==> src/rtl/core/base32_stream_encoder_unit_macros.svh <==
// Assertion macros shared by the Base32 stream encoder RTL
`ifndef BASE32_STREAM_ENCODER_UNIT_MACROS_SVH
`define BASE32_STREAM_ENCODER_UNIT_MACROS_SVH

// same-cycle implication, off during reset
`define B32_ASSERT_IMP(label, clk, rst_n, ante, cons, msg) \
    label: assert property (@(posedge clk) disable iff (!rst_n) (ante) |-> (cons)) \
        else $error(msg);

// next-cycle implication, off during reset
`define B32_ASSERT_NXT(label, clk, rst_n, ante, cons, msg) \
    label: assert property (@(posedge clk) disable iff (!rst_n) (ante) |=> (cons)) \
        else $error(msg);

`endif

==> src/rtl/core/b32enc_pkg.sv <==
// Package: item types, group type, queue status and alphabet lookup
package b32enc_pkg;

    localparam int unsigned GroupBytes   = 5;
    localparam int unsigned CharsPerGrp  = 8;
    localparam int unsigned GroupWidth   = 8 * GroupBytes;
    localparam int unsigned HeldWidth    = 8 * (GroupBytes - 1);
    localparam int unsigned QueueDepth   = 2;

    typedef struct packed {
        logic [7:0] data_byte;
        logic       end_of_message;
    } byte_item_t;

    typedef struct packed {
        logic [6:0] char_code;
        logic       last_char;
    } char_item_t;

    typedef struct packed {
        logic [GroupWidth-1:0] bits;
        logic                  final_group;
    } group_t;

    typedef struct packed {
        logic full;
        logic empty;
    } q_status_t;

    function automatic logic [6:0] alphabet_char(input logic [4:0] idx);
        logic [6:0] code;
        if (idx < 5'd26)
            code = 7'h41 + {2'b00, idx};
        else
            code = 7'h32 + {2'b00, idx - 5'd26};
        return code;
    endfunction

endpackage

==> src/rtl/core/b32enc_front.sv <==
// Front end: collect bytes into groups, pad the final group, push to queue
`include "base32_stream_encoder_unit_macros.svh"

module b32enc_front (
    input  logic                    clk,
    input  logic                    rst_n,
    input  logic                    byte_valid,
    output logic                    byte_ready,
    input  b32enc_pkg::byte_item_t  byte_item,
    input  b32enc_pkg::q_status_t   q_status,
    output logic                    push,
    output b32enc_pkg::group_t      push_group
);

    logic [b32enc_pkg::HeldWidth-1:0] group_bytes_reg, group_bytes_next;
    logic [2:0]                       byte_count_reg, byte_count_next;
    logic [2:0]                       held;
    logic                             accept;
    logic                             complete;
    logic [7:0]                       b;
    logic [b32enc_pkg::HeldWidth-1:0] g;

    assign byte_ready = !q_status.full;
    assign accept     = byte_valid && byte_ready;
    assign held       = (byte_count_reg > 3'd4) ? 3'd4 : byte_count_reg;
    assign complete   = (held == 3'd4) || byte_item.end_of_message;
    assign push       = accept && complete;
    assign b          = byte_item.data_byte;
    assign g          = group_bytes_reg;

    always_comb
    begin
        push_group.final_group = byte_item.end_of_message;
        unique case (held)
            3'd0:    push_group.bits = {b, {4{8'h34}}};
            3'd1:    push_group.bits = {g[7:0], b, {3{8'h33}}};
            3'd2:    push_group.bits = {g[15:0], b, {2{8'h32}}};
            3'd3:    push_group.bits = {g[23:0], b, 8'h31};
            default: push_group.bits = {g, b};
        endcase
    end

    always_comb
    begin
        group_bytes_next = group_bytes_reg;
        byte_count_next  = byte_count_reg;
        if (accept)
        begin
            if (complete)
            begin
                group_bytes_next = '0;
                byte_count_next  = '0;
            end
            else
            begin
                group_bytes_next = {g[b32enc_pkg::HeldWidth-9:0], b};
                byte_count_next  = held + 3'd1;
            end
        end
    end

    always_ff @(posedge clk or negedge rst_n)
    begin
        if (!rst_n)
        begin
            group_bytes_reg <= '0;
            byte_count_reg  <= '0;
        end
        else
        begin
            group_bytes_reg <= group_bytes_next;
            byte_count_reg  <= byte_count_next;
        end
    end

    `B32_ASSERT_IMP(a_count_range, clk, rst_n, 1'b1, byte_count_reg <= 3'd4,
                    "byte count above four")
    `B32_ASSERT_NXT(a_clear_after_push, clk, rst_n, push,
                    byte_count_reg == 3'd0 && group_bytes_reg == '0,
                    "group not cleared after push")

endmodule

==> src/rtl/core/b32enc_queue.sv <==
// Short group queue between front end and character sequencer
`include "base32_stream_encoder_unit_macros.svh"

module b32enc_queue #(
    parameter int unsigned Depth = b32enc_pkg::QueueDepth
) (
    input  logic                  clk,
    input  logic                  rst_n,
    input  logic                  push,
    input  b32enc_pkg::group_t    push_group,
    input  logic                  pop,
    output b32enc_pkg::group_t    head_group,
    output b32enc_pkg::q_status_t q_status
);

    localparam int unsigned PtrW = (Depth > 1) ? $clog2(Depth) : 1;
    localparam int unsigned CntW = $clog2(Depth + 1);

    b32enc_pkg::group_t slot_reg [Depth];
    logic [PtrW-1:0]    wr_ptr_reg, wr_ptr_next;
    logic [PtrW-1:0]    rd_ptr_reg, rd_ptr_next;
    logic [CntW-1:0]    count_reg, count_next;

    assign q_status.full  = (count_reg == CntW'(Depth));
    assign q_status.empty = (count_reg == '0);
    assign head_group     = slot_reg[rd_ptr_reg];

    always_comb
    begin
        wr_ptr_next = wr_ptr_reg;
        rd_ptr_next = rd_ptr_reg;
        count_next  = count_reg;
        if (push)
            wr_ptr_next = (wr_ptr_reg == PtrW'(Depth - 1)) ? '0 : wr_ptr_reg + 1'b1;
        if (pop)
            rd_ptr_next = (rd_ptr_reg == PtrW'(Depth - 1)) ? '0 : rd_ptr_reg + 1'b1;
        if (push && !pop)
            count_next = count_reg + 1'b1;
        else if (pop && !push)
            count_next = count_reg - 1'b1;
    end

    always_ff @(posedge clk)
    begin
        if (push)
            slot_reg[wr_ptr_reg] <= push_group;
    end

    always_ff @(posedge clk or negedge rst_n)
    begin
        if (!rst_n)
        begin
            wr_ptr_reg <= '0;
            rd_ptr_reg <= '0;
            count_reg  <= '0;
        end
        else
        begin
            wr_ptr_reg <= wr_ptr_next;
            rd_ptr_reg <= rd_ptr_next;
            count_reg  <= count_next;
        end
    end

    `B32_ASSERT_IMP(a_no_overflow, clk, rst_n, push, !q_status.full,
                    "push into full queue")
    `B32_ASSERT_IMP(a_no_underflow, clk, rst_n, pop, !q_status.empty,
                    "pop from empty queue")

endmodule

==> src/rtl/core/b32enc_back.sv <==
// Back end: shift each group out as eight characters through an output register
`include "base32_stream_encoder_unit_macros.svh"

module b32enc_back (
    input  logic                   clk,
    input  logic                   rst_n,
    input  b32enc_pkg::q_status_t  q_status,
    input  b32enc_pkg::group_t     head_group,
    output logic                   pop,
    output logic                   char_valid,
    input  logic                   char_ready,
    output b32enc_pkg::char_item_t char_item
);

    logic [b32enc_pkg::GroupWidth-1:0] shift_reg, shift_next;
    logic                              final_reg, final_next;
    logic [2:0]                        idx_reg, idx_next;
    logic                              busy_reg, busy_next;
    logic                              out_valid_reg, out_valid_next;
    b32enc_pkg::char_item_t            out_item_reg, out_item_next;
    logic                              advance;
    logic                              last_of_group;

    assign advance       = busy_reg && (!out_valid_reg || char_ready);
    assign last_of_group = (idx_reg == 3'(b32enc_pkg::CharsPerGrp - 1));
    assign pop           = !q_status.empty && (!busy_reg || (advance && last_of_group));
    assign char_valid    = out_valid_reg;
    assign char_item     = out_item_reg;

    always_comb
    begin
        shift_next     = shift_reg;
        final_next     = final_reg;
        idx_next       = idx_reg;
        busy_next      = busy_reg;
        out_valid_next = out_valid_reg;
        out_item_next  = out_item_reg;
        if (out_valid_reg && char_ready)
            out_valid_next = 1'b0;
        if (advance)
        begin
            out_valid_next          = 1'b1;
            out_item_next.char_code =
                b32enc_pkg::alphabet_char(shift_reg[b32enc_pkg::GroupWidth-1 -: 5]);
            out_item_next.last_char = final_reg && last_of_group;
            shift_next              = {shift_reg[b32enc_pkg::GroupWidth-6:0], 5'b0};
            idx_next                = idx_reg + 3'd1;
            if (last_of_group)
                busy_next = 1'b0;
        end
        if (pop)
        begin
            shift_next = head_group.bits;
            final_next = head_group.final_group;
            idx_next   = '0;
            busy_next  = 1'b1;
        end
    end

    always_ff @(posedge clk)
    begin
        shift_reg    <= shift_next;
        final_reg    <= final_next;
        out_item_reg <= out_item_next;
    end

    always_ff @(posedge clk or negedge rst_n)
    begin
        if (!rst_n)
        begin
            idx_reg       <= '0;
            busy_reg      <= 1'b0;
            out_valid_reg <= 1'b0;
        end
        else
        begin
            idx_reg       <= idx_next;
            busy_reg      <= busy_next;
            out_valid_reg <= out_valid_next;
        end
    end

    `B32_ASSERT_IMP(a_idle_index, clk, rst_n, !busy_reg, idx_reg == 3'd0,
                    "character index moved while idle")
    `B32_ASSERT_NXT(a_last_closes_group, clk, rst_n, advance && last_of_group && !pop,
                    !busy_reg, "sequencer still busy after eighth character")

endmodule

==> src/rtl/core/base32_stream_encoder_unit.sv <==
// Top level: Base32 stream encoder, front end, group queue and character sequencer
//
// Usage:
//   byte channel (byte_valid/byte_ready/byte_item) takes one message byte per
//   item, with end_of_message set on the final byte of the message.
//   char channel (char_valid/char_ready/char_item) gives one Base32 character
//   per item; last_char marks the eighth character of the message's final group.
//   Every five bytes, or the final byte of a short group, yield eight characters;
//   a short final group is filled with ASCII digit pad bytes before encoding.
// Path: the byte that completes a group is written with it into a queue slot;
//   the group then loads the shift register, and its first character the output register.
// Throughput: one character per cycle while char_ready is high, set by the single
//   character output register; the next group loads as the last one's eighth character leaves.
// Reset: empties the group buffer, the queue (QueueDepth entries, two by default) and the output register.
// Stall: when char_ready is low the sequencer holds; the queue still accepts
//   up to QueueDepth (by default two) finished groups before byte_ready drops.
module base32_stream_encoder_unit #(
    parameter int unsigned QueueDepth = b32enc_pkg::QueueDepth
) (
    input  logic                   clk,
    input  logic                   rst_n,
    input  logic                   byte_valid,
    output logic                   byte_ready,
    input  b32enc_pkg::byte_item_t byte_item,
    output logic                   char_valid,
    input  logic                   char_ready,
    output b32enc_pkg::char_item_t char_item
);

    b32enc_pkg::q_status_t q_status;
    b32enc_pkg::group_t    push_group;
    b32enc_pkg::group_t    head_group;
    logic                  push;
    logic                  pop;

    b32enc_front u_front (
        .clk        (clk),
        .rst_n      (rst_n),
        .byte_valid (byte_valid),
        .byte_ready (byte_ready),
        .byte_item  (byte_item),
        .q_status   (q_status),
        .push       (push),
        .push_group (push_group)
    );

    b32enc_queue #(
        .Depth (QueueDepth)
    ) u_queue (
        .clk        (clk),
        .rst_n      (rst_n),
        .push       (push),
        .push_group (push_group),
        .pop        (pop),
        .head_group (head_group),
        .q_status   (q_status)
    );

    b32enc_back u_back (
        .clk        (clk),
        .rst_n      (rst_n),
        .q_status   (q_status),
        .head_group (head_group),
        .pop        (pop),
        .char_valid (char_valid),
        .char_ready (char_ready),
        .char_item  (char_item)
    );

endmodule
==> config.mk <==
export PLATFORM = sky130hd
export DESIGN_NAME = base32_stream_encoder_unit
export DESIGN_NICKNAME = d
export VERILOG_FILES = /design/src/rtl/core/b32enc_pkg.sv /design/src/rtl/core/b32enc_front.sv /design/src/rtl/core/b32enc_queue.sv /design/src/rtl/core/b32enc_back.sv /design/src/rtl/core/base32_stream_encoder_unit.sv
export VERILOG_INCLUDE_DIRS = /design/src /design/src/rtl/core
export SDC_FILE = /design/constraint.sdc
export NUM_CORES = 1
export LEC_CHECK = 0
export ABC_AREA = 1
export BUFFER_PORTS_ARGS = -buffer_cell sky130_fd_sc_hd__buf_4
export CORE_ASPECT_RATIO = 0.7
export CORE_MARGIN = 2
export CORE_UTILIZATION = 55
export CTS_CLUSTER_SIZE = 10
export DETAILED_ROUTE_END_ITERATION = 7
export PLACE_DENSITY = 0.72
export SETUP_SLACK_MARGIN = 0.15
export SLEW_MARGIN = 10
export SYNTH_ARGS = -nofsm -noshare
export SYNTH_HDL_FRONTEND = slang
export SYNTH_SLANG_ARGS = --single-unit
==> constraint.sdc <==
create_clock -name clk -period 5.9 [get_ports clk]
set_clock_uncertainty 0.1 [all_clocks]
set_input_delay 0.885 -clock clk [delete_from_list [all_inputs] [get_ports clk]]
set_output_delay 0.885 -clock clk [all_outputs]
set_load 0.01 [all_outputs]
==> results of run 1 <==
-- report_power, final --
group          internal (mW)  switching (mW)
combinational          0.581            1.53
sequential              2.01           0.205
clock                  0.625           0.468
total                   3.21            2.20
-- logic make-up (layout without fill, tap and decap cells) --
family                     count (synthesis)  after routing
AOI/OAI and AO/OA                         66             66
DFF                                      175            175
and+or+nand+nor                          474            474
muxes                                      5              5
buffers and inverters                    106            127
xor gates and xnor gates                   5              5
adders and majority gates                 12             12
-- final cells by class --
| cell class | instances | area, µm² |
|---|---|---|
| clock inverter | 13 | 136 |
| sequential | 175 | 5030 |
| tap | 195 | 244 |
| clock buffer | 19 | 433 |
| multi-input combinational | 562 | 2600 |
| fill | 1215 | 5650 |
| timing repair buffer | 29 | 238 |
| inverter | 66 | 248 |
-- worst max-delay path by stage --
stage | end | slack, ns | startpoint
after global placement | u_queue.slot_reg[1][18] | 2.48 | u_front.byte_count_reg[2]
after detailed placement | u_queue.slot_reg[1][29] | 2.36 | u_front.byte_count_reg[2]
after floorplan | u_queue.slot_reg[1][0] | 2.11 | u_front.byte_count_reg[2]
final | u_queue.slot_reg[1][9] | 2.34 | u_front.byte_count_reg[2]
after global routing | u_queue.slot_reg[1][9] | 2.09 | u_front.byte_count_reg[2]
after CTS | u_queue.slot_reg[1][24] | 2.34 | u_front.byte_count_reg[2]
-- through the flow --
| step | cell area, µm² | std cells | util | power (mW) | hold WS, ns |
|---|---|---|---|---|---|
| after floorplan | 8130 | 843 | - | 3.66 | 0.342 |
| after global placement | 8340 | 1026 | 0.572 | 4.21 | 0.355 |
| after detailed placement | 8340 | 1026 | 0.572 | 4.30 | 0.363 |
| after CTS | 8910 | 1058 | 0.611 | 5.40 | 0.366 |
| after global routing | 8940 | 1059 | 0.613 | 5.77 | 0.386 |
| final | 8940 | 1059 | 0.613 | 5.42 | 0.352 |
-- placed cells by master, fill, tap and decap left out, drive strengths merged --
master	instances
a21oi	9
clkinvlp	1
inv	70
o21ai	41
a22oi	1
clkinv	6
nand2	348
nor2	55
nand3	68
clkbuf	19
or2	1
dfrtp	44
o22ai	4
nand4	2
buf	29
a21boi	1
a31oi	2
ha	12
xnor2	2
o211ai	8
xor2	3
bufinv	2
edfxtp	131
mux2i	5
-- metal layers --
metal / part of all wire / track usage / wire, µm
met4: 0.012 / 0.0578 / 226
met1: 0.47 / 0.389 / 8700
met5: 0 / 0 / 0
met2: 0.44 / 0.364 / 8170
met3: 0.076 / 0.0593 / 1400
-- critical path, delay by kind of cell, from the launching register on --
family	cells	cell delay, ns
DFF	1	0.55
adders and majority gates	1	0.85
and+or+nand+nor	1	0.40
AOI/OAI and AO/OA	1	0.39
buffers and inverters	2	1.06
==> flow_summary.json, run 1 <==
{
  "synth.net_count": 868,
  "largest_reg_flops": 82,
  "p_leak_nw": 3.96,
  "finalCriticalPeriod_ns": 3.56,
  "wire_per_inst_um": 17.5,
  "postCtsHoldBufs": 0,
  "grt_antenna_before_repair": 0,
  "routabilityCongestion": 0.960,
  "grt_pass1_vias": 5447,
  "cts_tree": "yes",
  "die_w_um": 149,
  "synth_edf_count": 131,
  "yosys.area_share.adder": 0.0185,
  "r2r_setup_slack_ns": 2.34,
  "routed_wl_um": 18500,
  "worst_r2r_endpoint": "u_queue.slot_reg[1][9]",
  "dp_slack_ns": 2.36,
  "async_flop_share": 0.251,
  "dr.pass1.iters": 5,
  "synth_flop_cell": "edfxtp_1",
  "post-synth-top-count-cell": "nand2_1",
  "yosys.area_share.simple": 0.234,
  "setup_ws_ns": 2.34,
  "hold_viol": 0,
  "cts_max_path_buffers": 2,
  "reg2reg_depth": 5,
  "rsz0062_at_grt": "false",
  "cp_slowest_cell": "ha_1",
  "synth_top_area_frac": 0.484,
  "worstPathCellList": "buf_4 -> inv_1 -> ha_1 -> nand2_1 -> o21ai_0",
  "synth-compound-area-share": 0.0557,
  "synthMuxAreaShare": 0.00615,
  "die-area_mm2": 0.0158,
  "status": "completed",
  "cts_made_buffers": 17,
  "post-cts-setup-buffer-count": 0,
  "critPathKind": "reg -> reg",
  "cts-root-buf": "clkbuf_16",
  "syn_avg_cell_area_um2": 9.65,
  "worst_pin_slew_ns": 1.10,
  "place.detailed.hpwl_um": 12000,
  "powerDensity_mw_per_mm2": 606,
  "ys_top_cells_by_count": "nand2_1 (345), edfxtp_1 (131), nand3_1 (68)",
  "cp.arrival_ns": 3.69,
  "crit_fanout": 32,
  "max_freq_ghz": 0.281,
  "cts_resized": 0,
  "grt_pass1_wl_um": 29700,
  "hold_class": "in -> async",
  "yosysWarnings": 0,
  "synth_top_family_by_area": "simple AND/OR/NAND/NOR gates",
  "ir_drop_uv": 304,
  "via_per_inst": 5.50,
  "synth_area_leaders": "edfxtp_1 (48%), nand2_1 (16%), dfrtp_1 (14%)",
  "area_delta_synth_final_pct": 9.91,
  "cts.sinks": 175,
  "drc_errors": 0,
  "synth_top_area_cell": "edfxtp_1",
  "drv_slew": 0,
  "critPathMaxStageDelay_ns": 0.85,
  "grt_max_degree": 45,
  "grt_use_total": 0.253,
  "fin_nets": 876,
  "ant_nets": 0,
  "start_util": 0.558,
  "yosysSeqAreaShare": 0.619,
  "grt-ovfl-total": 0,
  "tns_ns": 0,
  "cap_violations": 0,
  "syn-cell-area_mm2": 0.00813,
  "clock_latency_ns": 0.43,
  "htreeDepth": 4,
  "cp-start-kind": "flop",
  "vias": 5822,
  "ys_ff_latch": 175,
  "num_io_pins": 23,
  "crit_required_ns": 6.03,
  "layout-drive-gt1-share": 0.103,
  "relSlewSlack": 0.267,
  "setup_viol": 0,
  "num_rows": 37,
  "post-route-period-util": 0.603,
  "end_kind": "flop",
  "die_height_um": 106,
  "io_buffers": 22,
  "antennaDiodeCount": 0,
  "drtIter0Drc": 792,
  "synth.distinct_cells": 30,
  "r2r-start": "u_front.byte_count_reg[2]",
  "synth-xor-area-share": 0.00539,
  "core-area_mm2": 0.0146,
  "cts.clk_slew.worst_paths_ns": 0.07,
  "netlist_instances": 843
}
(Power assumes the default switching activity.)
==> run 2, diff against run 1 <==
Clock period 5.9 ns to 3.45 ns, I/O delays scaled along.
==> flow_summary.json, run 2 (synthesis gave the netlist of run 1 again) <==
{
  "post-route-period-util": 0.765,
  "cts_made_buffers": 17,
  "routabilityCongestion": 0.910,
  "layout_commonest_cell": "nand2_1",
  "violations": "negative hold slack",
  "cts_resized": 0,
  "critPathKind": "reg -> reg",
  "drc_errors": 0,
  "postLayoutCellArea_mm2": 0.00897,
  "vias": 5879,
  "clock_latency_ns": 0.43,
  "hold_viol": 11,
  "cts.clk_slew.worst_paths_ns": 0.06,
  "status": "finished with violations",
  "power_switching_mw": 3.68,
  "htreeDepth": 4,
  "grt_use_total": 0.250,
  "grt_pass1_vias": 5313,
  "place.detailed.hpwl_um": 12000,
  "register_area_mm2": 0.00503,
  "grt_max_degree": 45,
  "cap_violations": 0,
  "multiInputGateArea_mm2": 0.00260,
  "cp-start-kind": "flop",
  "crit_fanout": 27,
  "cp.arrival_ns": 2.87,
  "powerDensity_mw_per_mm2": 1030,
  "p_int_mw": 5.55,
  "die_height_um": 106,
  "p_leak_nw": 4.00,
  "holdWs_ns": -0.0130,
  "layout-drive-gt1-share": 0.112,
  "rsz0062_at_grt": "false",
  "grt_pass1_wl_um": 29400,
  "hold_class": "in -> async",
  "max_freq_ghz": 0.379,
  "cts_tree": "yes",
  "total_power_mw": 9.23,
  "num_io_pins": 23,
  "dr.pass1.iters": 6,
  "num_rows": 37,
  "area_delta_synth_final_pct": 10.4,
  "relSlewSlack": 0.533,
  "ant_nets": 0,
  "comb_power_share": 0.390,
  "worst_pin_slew_ns": 0.700,
  "io_buffers": 22,
  "grt-ovfl-total": 0,
  "via_per_inst": 5.51,
  "drv_slew": 0,
  "drtIter0Drc": 649,
  "die_w_um": 149,
  "tns_ns": 0,
  "antennaDiodeCount": 0,
  "dp_slack_ns": 0.899,
  "cts-root-buf": "clkbuf_16",
  "cts_max_path_buffers": 2,
  "fill_cells": 1214,
  "largest_reg_flops": 82,
  "start_util": 0.558,
  "wire_per_inst_um": 17.3,
  "post-cts-setup-buffer-count": 0,
  "crit_required_ns": 3.68,
  "routed_wl_um": 18500,
  "end_kind": "flop",
  "ir_drop_uv": 448,
  "finalCriticalPeriod_ns": 2.64,
  "p_seq_frac": 0.408,
  "postPlaceCellArea_mm2": 0.00841,
  "postCtsHoldBufs": 0,
  "grt_antenna_before_repair": 1,
  "cts.sinks": 175,
  "clkPwrFrac": 0.203,
  "core-area_mm2": 0.0146,
  "fin_nets": 884,
  "layout_common_cells": "nand2_1 (345), edfxtp_1 (131), nand3_1 (68), inv_1 (62), nor2_1 (52)",
  "setup_ws_ns": 0.811,
  "die-area_mm2": 0.0158,
  "switching_share": 0.399,
  "setup_viol": 0
}
-- run 2: layout make-up --
type,instances,share of cell area
clock inverters,11,0.0128
multi-input cells,562,0.290
repair buffers,37,0.0310
inverters,66,0.0276
clock buffers,21,0.0502
flip-flops and latches,175,0.561
well taps,195,0.0272
-- run 2: final timing paths --
| check | startpoint | slack [ns] | depth (start not counted) | end |
|---|---|---|---|---|
| worst max-delay path | u_front.byte_count_reg[2] | 0.81 | 8 | u_front.g[14] |
| worst min-delay path | rst_n | -0.01 | 1 | u_front.g[27] |
| worst max register to register | u_front.byte_count_reg[2] | 0.81 | 8 | u_front.g[14] |
| worst min register to register | u_queue.wr_ptr_reg | 0.38 | 2 | u_queue.wr_ptr_reg |
| max in group asynchronous | rst_n | 2.83 | 1 | u_queue.rd_ptr_reg |
| min in group clk | byte_item[0] | 0.20 | 1 | u_queue.slot_reg[1][0] |
-- run 2: power by group through the flow --
stage / sequential, mW / combinational [mW] / clock, mW
after global placement: 3.78 / 3.43 / 0
after floorplan: 3.73 / 2.53 / 0
final: 3.76 / 3.60 / 1.87
after global routing: 3.84 / 4.03 / 1.98
after CTS: 3.76 / 3.57 / 1.89
after detailed placement: 3.80 / 3.55 / 0
-- run 2: routing by layer --
metal / vias up / wire [µm] / GRT usage
li1: 2779 / - / -
met1: 2815 / 8590 / 0.389
met2: 259 / 8020 / 0.343
met3: 26 / 1620 / 0.0528
met4: 0 / 253 / 0.0918
met5: - / 0 / 0
-- run 2: worst max-delay path: stages (launching register included) --
cell,delay (ns)
dfrtp_1,0.41
buf_4,0.22
nor2_1,0.32
inv_1,0.12
ha_1,0.23
a21oi_2,0.28
buf_4,0.26
nand2_4,0.27
o21ai_0,0.32
-- run 2: stage by stage --
step	std cells	utilization
6_report	1067	0.615
5_1_grt	1067	0.615
4_1_cts	1067	0.615
3_5_place_dp	1035	0.577
3_3_place_gp	1035	0.577
2_1_floorplan	843	-
==> run 3, diff against run 2 <==
Clock period 3.45 ns to 2.5 ns, I/O delays scaled along.
==> flow_summary.json, run 3 (synthesis gave the netlist of run 1 again) <==
{
  "cts-root-buf": "clkbuf_16",
  "multiInputGateArea_mm2": 0.00265,
  "r2r-start": "u_front.byte_count_reg[2]",
  "antennaDiodeCount": 0,
  "worst_pin_slew_ns": 0.675,
  "num_rows": 37,
  "drtIter0Drc": 547,
  "area_delta_synth_final_pct": 11.6,
  "postPlaceCellArea_mm2": 0.00852,
  "grt_use_total": 0.249,
  "register_area_mm2": 0.00504,
  "powerDensity_mw_per_mm2": 1410,
  "io_buffers": 22,
  "cp.arrival_ns": 2.42,
  "cts.clk_slew.worst_paths_ns": 0.07,
  "vias": 5857,
  "num_io_pins": 23,
  "cts_made_buffers": 17,
  "drv_slew": 0,
  "critPathKind": "reg -> reg",
  "hold_viol": 0,
  "ir_drop_uv": 548,
  "cp_slowest_cell": "dfrtp_2",
  "ant_nets": 0,
  "layout_common_cells": "nand2_1 (343), edfxtp_1 (131), nand3_1 (68), inv_1 (59), nor2_1 (49)",
  "die_w_um": 149,
  "start_util": 0.558,
  "place.detailed.hpwl_um": 12000,
  "layout_commonest_cell": "nand2_1",
  "setup_viol": 0,
  "crit_path_start": "u_front.byte_count_reg[2]",
  "end_kind": "flop",
  "fill_cells": 1161,
  "dp_slack_ns": 0.227,
  "crit_fanout": 27,
  "fin_nets": 888,
  "via_per_inst": 5.47,
  "grt_pass1_vias": 5703,
  "worstPathCellList": "nor2_2 -> nor2_4 -> inv_2 -> ha_4 -> a21oi_4 -> buf_4 -> nand2_4 -> o21ai_0",
  "total_power_mw": 12.8,
  "max_freq_ghz": 0.458,
  "worst_r2r_endpoint": "u_front.g[16]",
  "p_leak_nw": 4.02,
  "hold_class": "in -> reg",
  "crit_required_ns": 2.74,
  "cp-start-kind": "flop",
  "core-area_mm2": 0.0146,
  "postLayoutCellArea_mm2": 0.00908,
  "routed_wl_um": 18300,
  "wire_per_inst_um": 17.0,
  "post-route-period-util": 0.874,
  "routabilityCongestion": 0.900,
  "cap_violations": 0,
  "cts_tree": "yes",
  "drc_errors": 0,
  "grt_antenna_before_repair": 0,
  "grt_pass1_wl_um": 29700,
  "cts_max_path_buffers": 2,
  "crit_family": "simple AND/OR/NAND/NOR gates",
  "cts.sinks": 175,
  "die_height_um": 106,
  "status": "completed",
  "finalCriticalPeriod_ns": 2.19,
  "die-area_mm2": 0.0158,
  "dr.pass1.iters": 5,
  "critPathMaxStageDelay_ns": 0.46,
  "grt-ovfl-total": 0,
  "largest_reg_flops": 82,
  "grt_max_degree": 45,
  "post-cts-setup-buffer-count": 0,
  "relSlewSlack": 0.549,
  "setup_ws_ns": 0.315,
  "rsz0062_at_grt": "false",
  "r2r_setup_slack_ns": 0.31,
  "crit_end": "u_front.g[16]",
  "layout-drive-gt1-share": 0.130,
  "clock_latency_ns": 0.43,
  "worstHoldStart": "byte_item[0]",
  "cp.depth": 8,
  "htreeDepth": 4,
  "reg2reg_depth": 8,
  "path_buf_inv": 2
}
[run 3: cell types whose count changed in the layout (fill, tap and decap cells not counted), moves of 3 or more]
cell      previous run  this run
inv_6                1         4
buf_12               0         3
nor2_4               2         5
nor2_1              52        49
clkinv_4             2         5
inv_1               62        59
[run 3: how the worst min path moves through the flow]
stage                                 to  slack (ns)  cells after the start
2_1_floorplan            u_back.busy_reg       -0.02                      0
3_3_place_gp               u_front.g[21]        0.32                      1
3_5_place_dp   u_front.byte_count_reg[1]        0.32                      1
4_1_cts           u_queue.slot_reg[0][0]        0.07                      1
5_1_grt           u_queue.slot_reg[1][0]        0.07                      1
6_report          u_queue.slot_reg[0][0]        0.09                      1
[run 3: through the flow]
stage               hold slack (ns)  cells  TNS (ns)  utilization
floorplan                   -0.0206    843     -3.28            -
global placement              0.320   1038         0        0.584
detailed placement            0.320   1038         0        0.584
CTS                          0.0717   1071         0        0.622
global route                 0.0748   1071         0        0.623
finish                       0.0872   1071         0        0.623
[run 3: final cells by class]
class / instances / share of cell area
clock buffer: 19 / 0.0488
clock inverter: 13 / 0.0116
inverter: 66 / 0.0277
multi-input combinational: 562 / 0.292
sequential: 175 / 0.555
tap: 195 / 0.0269
timing repair buffer: 41 / 0.0383
[run 3: worst reg2reg max path: stages (launching register included)]
cell	delay, ns
dfrtp_2	0.46
nor2_2	0.09
nor2_4	0.17
inv_2	0.08
ha_4	0.22
a21oi_4	0.20
buf_4	0.23
nand2_4	0.26
o21ai_0	0.30
[run 3: routing by layer]
metal  global-route usage  vias to the layer above  wire (µm)  share of wire
met5                    0                        -          0              0
met4               0.0850                        0        314          0.017
met3               0.0446                       36       1200          0.066
met2                0.383                      229       8360           0.46
met1                0.360                     2797       8370           0.46
li1                     -                     2795          -              -
[run 3: where the power goes]
part           internal (mW)  switching (mW)
clock network           1.32            1.17
registers               4.74           0.448
logic                   1.56            3.62
[run 3: repair_timing]
item,CTS,global route
endpoints found under the setup margin,0,10
resized for setup,0,1
hold endpoints to repair,44,0
hold buffers,1,0
